==> config.mk <==
export PLATFORM = sky130hd
export DESIGN_NAME = cct_ctrl
export DESIGN_NICKNAME = d
export VERILOG_FILES = /design/src/rtl/core/cct_pkg.sv /design/src/rtl/core/cct_ctrl.sv
export SDC_FILE = /design/constraint.sdc
export NUM_CORES = 1
export LEC_CHECK = 0
export BUFFER_PORTS_ARGS = -buffer_cell sky130_fd_sc_hd__buf_2
export CAP_MARGIN = 20
export CORE_AREA = 2 2 39 41
export DETAILED_ROUTE_END_ITERATION = 8
export DIE_AREA = 0 0 41 43
export GPL_ROUTABILITY_DRIVEN = 0
export GPL_TIMING_DRIVEN = 0
export PLACE_DENSITY_LB_ADDON = 0.25
export RECOVER_POWER = 100
export SYNTH_ARGS = -nofsm -noshare
export SYNTH_HDL_FRONTEND = slang
export SYNTH_SLANG_ARGS = --single-unit
==> constraint.sdc <==
create_clock -name clk -period 2.8 [get_ports clk]
set_input_delay 0.14 -clock clk [delete_from_list [all_inputs] [get_ports clk]]
set_output_delay 0.14 -clock clk [all_outputs]
set_load 0.01 [all_outputs]
==> src/rtl/core/cct_pkg.sv <==
// shared constants, codes and command/status types of the cluster chain table
package cct_pkg;

    localparam int DEPTH_DEF    = 4096;
    localparam int END_MARK_DEF = 65535;
    localparam int BAD_MARK_DEF = 65527;

    localparam int VAL_W   = 16;
    localparam int EPOCH_W = 8;

    localparam logic [1:0] OP_ALLOC = 2'd0;
    localparam logic [1:0] OP_FREE  = 2'd1;
    localparam logic [1:0] OP_WRITE = 2'd2;
    localparam logic [1:0] OP_READ  = 2'd3;

    localparam logic [1:0] ST_OK       = 2'd0;
    localparam logic [1:0] ST_NONE     = 2'd1;
    localparam logic [1:0] ST_RANGE    = 2'd2;
    localparam logic [1:0] ST_CHAIN    = 2'd3;

    // read address select
    localparam logic [1:0] RD_ZERO = 2'd0;
    localparam logic [1:0] RD_IN   = 2'd1;
    localparam logic [1:0] RD_INC  = 2'd2;
    localparam logic [1:0] RD_LINK = 2'd3;

    // address register update
    localparam logic [1:0] ADDR_HOLD = 2'd0;
    localparam logic [1:0] ADDR_LOAD = 2'd1;
    localparam logic [1:0] ADDR_CLR  = 2'd2;

    // result kinds
    localparam logic [2:0] RES_ALLOC = 3'd0;
    localparam logic [2:0] RES_NONE  = 3'd1;
    localparam logic [2:0] RES_RANGE = 3'd2;
    localparam logic [2:0] RES_OK    = 3'd3;
    localparam logic [2:0] RES_CHAIN = 3'd4;
    localparam logic [2:0] RES_READ  = 3'd5;

    typedef struct packed {
        logic       rd_en;
        logic [1:0] rd_sel;
        logic [1:0] addr_op;
        logic       tbl_wr_zero;
        logic       tbl_wr_in;
        logic       seen_wr_zero;
        logic       seen_wr_epoch;
        logic       epoch_inc;
        logic       epoch_one;
        logic       res_en;
        logic [2:0] res_kind;
    } cct_cmd_t;

    typedef struct packed {
        logic rd_zero;
        logic rd_end;
        logic rd_out;
        logic self_loop;
        logic seen_hit;
        logic addr_last;
        logic cl_out;
        logic epoch_max;
    } cct_stat_t;

endpackage

==> src/rtl/core/cct_ctrl.sv <==
// controller: sweeps, allocate scan, chain walk and request sequencing
module cct_ctrl (
    input  logic                clk,
    input  logic                rst_n,
    input  logic                start,
    input  logic [1:0]          op,
    input  cct_pkg::cct_stat_t  stat,
    output cct_pkg::cct_cmd_t   cmd,
    output logic                busy
);
    import cct_pkg::*;

    localparam logic [2:0] S_SWEEP = 3'd0;
    localparam logic [2:0] S_IDLE  = 3'd1;
    localparam logic [2:0] S_SCAN  = 3'd2;
    localparam logic [2:0] S_READ  = 3'd3;
    localparam logic [2:0] S_WALK  = 3'd4;

    logic [2:0] state_reg, state_next;
    logic       sweep_all_reg, sweep_all_next;
    logic       walk_end;

    always_comb
    begin
        cmd            = '0;
        state_next     = state_reg;
        sweep_all_next = sweep_all_reg;
        walk_end       = 1'b0;

        case (state_reg)
            S_SWEEP:
            begin
                cmd.tbl_wr_zero  = sweep_all_reg;
                cmd.seen_wr_zero = 1'b1;
                cmd.rd_sel       = RD_INC;
                cmd.addr_op      = ADDR_LOAD;
                if (stat.addr_last)
                begin
                    cmd.epoch_one = 1'b1;
                    state_next    = S_IDLE;
                end
            end
            S_IDLE:
            begin
                if (start)
                begin
                    if (op == OP_ALLOC)
                    begin
                        cmd.rd_en   = 1'b1;
                        cmd.rd_sel  = RD_ZERO;
                        cmd.addr_op = ADDR_LOAD;
                        state_next  = S_SCAN;
                    end
                    else if (stat.cl_out)
                    begin
                        cmd.res_en   = 1'b1;
                        cmd.res_kind = RES_RANGE;
                    end
                    else if (op == OP_WRITE)
                    begin
                        cmd.tbl_wr_in = 1'b1;
                        cmd.res_en    = 1'b1;
                        cmd.res_kind  = RES_OK;
                    end
                    else
                    begin
                        cmd.rd_en   = 1'b1;
                        cmd.rd_sel  = RD_IN;
                        cmd.addr_op = ADDR_LOAD;
                        state_next  = (op == OP_READ) ? S_READ : S_WALK;
                    end
                end
            end
            S_SCAN:
            begin
                if (stat.rd_zero)
                begin
                    cmd.res_en   = 1'b1;
                    cmd.res_kind = RES_ALLOC;
                    state_next   = S_IDLE;
                end
                else if (stat.addr_last)
                begin
                    cmd.res_en   = 1'b1;
                    cmd.res_kind = RES_NONE;
                    state_next   = S_IDLE;
                end
                else
                begin
                    cmd.rd_en   = 1'b1;
                    cmd.rd_sel  = RD_INC;
                    cmd.addr_op = ADDR_LOAD;
                end
            end
            S_READ:
            begin
                cmd.res_en   = 1'b1;
                cmd.res_kind = RES_READ;
                state_next   = S_IDLE;
            end
            S_WALK:
            begin
                cmd.res_en = 1'b1;
                if (stat.seen_hit)
                begin
                    // landed on an entry this walk already emptied
                    cmd.res_kind = RES_CHAIN;
                    walk_end     = 1'b1;
                end
                else
                begin
                    cmd.tbl_wr_zero   = 1'b1;
                    cmd.seen_wr_epoch = 1'b1;
                    if (stat.rd_zero || stat.rd_end)
                    begin
                        cmd.res_kind = RES_OK;
                        walk_end     = 1'b1;
                    end
                    else if (stat.rd_out || stat.self_loop)
                    begin
                        cmd.res_kind = RES_CHAIN;
                        walk_end     = 1'b1;
                    end
                    else
                    begin
                        cmd.res_en  = 1'b0;
                        cmd.rd_en   = 1'b1;
                        cmd.rd_sel  = RD_LINK;
                        cmd.addr_op = ADDR_LOAD;
                    end
                end
                if (walk_end)
                begin
                    // each walk gets a fresh epoch; wrap forces a clear of the marks
                    if (stat.epoch_max)
                    begin
                        cmd.addr_op    = ADDR_CLR;
                        sweep_all_next = 1'b0;
                        state_next     = S_SWEEP;
                    end
                    else
                    begin
                        cmd.epoch_inc = 1'b1;
                        state_next    = S_IDLE;
                    end
                end
            end
            default:
            begin
                state_next = S_IDLE;
            end
        endcase
    end

    always_ff @(posedge clk or negedge rst_n)
    begin
        if (!rst_n)
        begin
            state_reg     <= S_SWEEP;
            sweep_all_reg <= 1'b1;
        end
        else
        begin
            state_reg     <= state_next;
            sweep_all_reg <= sweep_all_next;
        end
    end

    assign busy = (state_reg != S_IDLE);

endmodule

==> flow_summary.rst <==
.. list-table::
   :header-rows: 1

   * - Metric
     - Value
   * - Minimum period implied by the final worst setup slack
     - slightly below 2 ns
   * - Ys Warns
     - 0
   * - Largest cells by area after synthesis
     - sky130_fd_sc_hd__dfrtp_1 14%, sky130_fd_sc_hd__ha_1 6.9%, sky130_fd_sc_hd__nand4bb_4 5.1%
   * - Critical Path Sink Type
     - output port
   * - Number of nets at the end of the flow
     - ~120
   * - Cell area after layout
     - just under 700 um2
   * - Worst setup skew after layout
     - about 0.0088 ns
   * - Final Setup Violations
     - 0
   * - Most common cell in the synthesized netlist
     - sky130_fd_sc_hd__inv_1
   * - Antenna diode count
     - 0
   * - Port Buffer Count
     - 28
   * - Maximum fanout count along the critical path
     - 10
   * - Gate Count Post-Synth
     - 65
   * - Buffers & Inverters on Critical Path
     - 2
   * - # Max-Cap Violations
     - 0
   * - Residual antenna-violating net count after detailed routing
     - 0
   * - Area Overhead vs Synth
     - 25.2%
   * - Flip-flop count of the largest register after layout
     - 3
   * - Floorplan core area
     - ~0.0014 mm2
   * - Most repeated library cell on the critical path
     - sky130_fd_sc_hd__clkbuf_1
   * - Site Rows
     - 14
   * - Area of the multi-input gates
     - about 360 um2
   * - Detailed Route WL
     - ~1.3 mm
   * - Number of stages on the worst hold path
     - 2
   * - Kind of path behind the tightest hold check
     - in2reg
   * - Chip Height
     - around 43 um
   * - Headroom to the max-slew limit
     - slightly below 60%
   * - Total number of clock tree sinks
     - 4
   * - Detailed Routing Iterations Pass 1
     - 2
   * - Non-Filler Instances
     - between 100 and 150
   * - Total GRT Usage
     - between 15 and 20%
   * - Global-route wire length before repair
     - about 1.9 mm
   * - Average detailed-routed wire length per instance
     - 11.1 um
   * - Number of filler cells placed in the layout
     - around 150
   * - Placed cell area
     - 702 um2
   * - Via count of the first global-routing pass
     - roughly 480
   * - Clock root cell
     - sky130_fd_sc_hd__clkbuf_4
   * - Max Slew Vio Count
     - 0
   * - Fraction of the yosys area taken by sequential cells
     - between 10% and 20%
   * - Delay of the slowest cell on the worst path
     - 0.56 ns
   * - Distinct cell type count after synthesis
     - 36
   * - Maximum vdd drop
     - ~0.00051 V
   * - Data arrival time of the critical path
     - ~1.8 ns
   * - Die outline width
     - roughly 40 um
   * - Ys flop type
     - sky130_fd_sc_hd__dfrtp_1
   * - Post-CTS sizing
     - 0
   * - Total die area
     - around 0.0018 mm2
   * - Clock slew at the register clock pins of the worst setup and hold paths
     - around 0.04 ns
   * - Deepest clock path buffer count
     - 2
   * - FFs w/ async S/R, synth
     - 100%
   * - Clock insertion delay at the later pin of the skew report
     - 0.24 ns
   * - Fraction of synthesized cell area taken by the top area cell type
     - between 10% and 20%
   * - Hold Vio Cnt, Final
     - 0
   * - EDFF count, synth
     - 0
   * - Setup tns final
     - 0 ns
   * - Share of the clock period used by the worst path
     - between 70 and 80%
   * - Critical path launch point type
     - flip-flop
   * - Maximum number of pins on one net before global-route repair
     - 11
   * - Via Count
     - approximately 580
   * - Post-synthesis area per instance
     - 8.33 um2
   * - TritonCTS clock tree
     - built
   * - Number of antenna violations at the first check in global routing
     - 0
   * - TritonCTS buffer count
     - 3
   * - CP Data Required Time
     - ~2.7 ns
   * - Worst reg-to-reg path cell count
     - 5
   * - Instance count after placement with tap cells included
     - around 110
   * - Critical path's slowest cell
     - sky130_fd_sc_hd__nor3b_1
   * - Post-Syn Nets
     - 81
   * - Ratio of cells with drive above 1 in the final layout
     - 25.5%
   * - Synth cell count leaders
     - 5 x sky130_fd_sc_hd__inv_1, 4 x sky130_fd_sc_hd__a21oi_1, 4 x sky130_fd_sc_hd__nand2_1, 4 x sky130_fd_sc_hd__nand2b_1
   * - Initial DRC Count
     - 3
   * - I/O pin total
     - 29
   * - Worst-margin pin slew
     - 0.620 ns
   * - Detailed placement HPWL
     - roughly 1.0 mm
   * - Area of the mapped netlist
     - between 500 and 600 um2
   * - Post-DR vias/cell
     - 5.06
   * - Number of synthesized register bits
     - 4
   * - Global-route congestion overflow total
     - 0
   * - Largest area contributor in the netlist
     - sky130_fd_sc_hd__dfrtp_1
   * - Critical setup path kind
     - reg2out
   * - Cells along the critical path
     - clkbuf_1 > nor3b_1 > nand3_1 > nand4b_1 > clkbuf_1
   * - Effective utilization at floorplan
     - 39.2%
   * - Static leakage
     - about 0.00034 uW
   * - Register area
     - 101 um2
   * - CTS H-Tree Depth
     - 1
   * - Number of design rule violations left after detail routing
     - 0
   * - Number of setup buffers added after CTS
     - 0
   * - Status
     - finished, final reports clean
   * - Unrepaired setup endpoints after global routing
     - no
   * - Critical path's top delay family
     - simple AND/OR/NAND/NOR gates
   * - Fmax
     - ~500 MHz
   * - Stages on the worst setup path
     - 5
   * - PwrDens
     - roughly 870 mW/mm2
-- report_power, final --
| part | internal, uW | switching [uW] |
|---|---|---|
| clock network | 53.5 | 23.9 |
| registers | 79.7 | 21.3 |
| logic | 170 | 238 |
| total | 304 | 284 |
-- area by class of cell --
cell class	count	share of cell area, %
buffer	2	2.21
timing repair buffer	29	19.7
clock buffer	4	3.87
multi-input combinational	53	53.0
tap	16	2.95
sequential	4	14.9
inverter	6	3.32
-- per-layer routing --
metal | GRT usage [%] | vias up | wire length, um
met3 | 3.14 | 0 | 52
met4 | 8.00 | 0 | 0
met2 | 24.1 | 12 | 650
li1 | - | 299 | -
met1 | 20.4 | 266 | 561
met5 | 0 | - | 0
-- path summary, 6_finish.rpt --
| check | from | slack [ns] | endpoint |
|---|---|---|---|
| max | state_reg[2] | 0.83 | cmd[10] |
| min | stat[0] | 0.12 | sweep_all_reg |
| max reg2reg | state_reg[2] | 0.93 | state_reg[0] |
| min reg2reg | sweep_all_reg | 0.49 | sweep_all_reg |
| max in group asynchronous | rst_n | 2.28 | sweep_all_reg |
| min in group asynchronous | rst_n | 0.26 | state_reg[2] |
-- through the flow --
stage	util (%)	setup slack, ns	power, uW	hold WS [ns]
floorplan	-	1.40	447	-0.156
global placement	50.7	1.30	587	-0.0552
detailed placement	50.7	1.30	592	-0.0544
CTS	53.3	1.04	676	0.111
global route	49.0	0.628	646	0.156
finish	49.0	0.834	587	0.120
-- timing repair --
| item | 4_1_cts | 5_1_grt |
|---|---|---|
| hold endpoints to repair | 4 | 0 |
| endpoints found under the setup margin | 0 | 0 |
| hold buffers | 1 | 0 |
-- placed cells by master, fill, tap and decap left out, types with 3 or more instances in the layout --
cell type                  count
sky130_fd_sc_hd__a21oi_1       4
sky130_fd_sc_hd__buf_2        15
sky130_fd_sc_hd__clkbuf_1     15
sky130_fd_sc_hd__clkbuf_4      3
sky130_fd_sc_hd__dfrtp_1       3
sky130_fd_sc_hd__ha_1          3
sky130_fd_sc_hd__inv_1         5
sky130_fd_sc_hd__nand2_1       4
sky130_fd_sc_hd__nand2b_1      4
sky130_fd_sc_hd__nand3_1       3
sky130_fd_sc_hd__nor2_1        3
sky130_fd_sc_hd__nor3_1        3
sky130_fd_sc_hd__o21ai_0       3
-- cells by family (layout without fill, tap and decap cells) --
family / count (synthesis) / in the layout / share of synthesized area, %
mux: 1 / 1 / 1.85
compound gates: 15 / 15 / 19.4
fa+ha+maj: 3 / 3 / 6.93
flops: 4 / 4 / 18.7
buf+inv: 8 / 41 / 7.62
simple gates: 34 / 34 / 45.5
(Power assumes the default switching activity.)
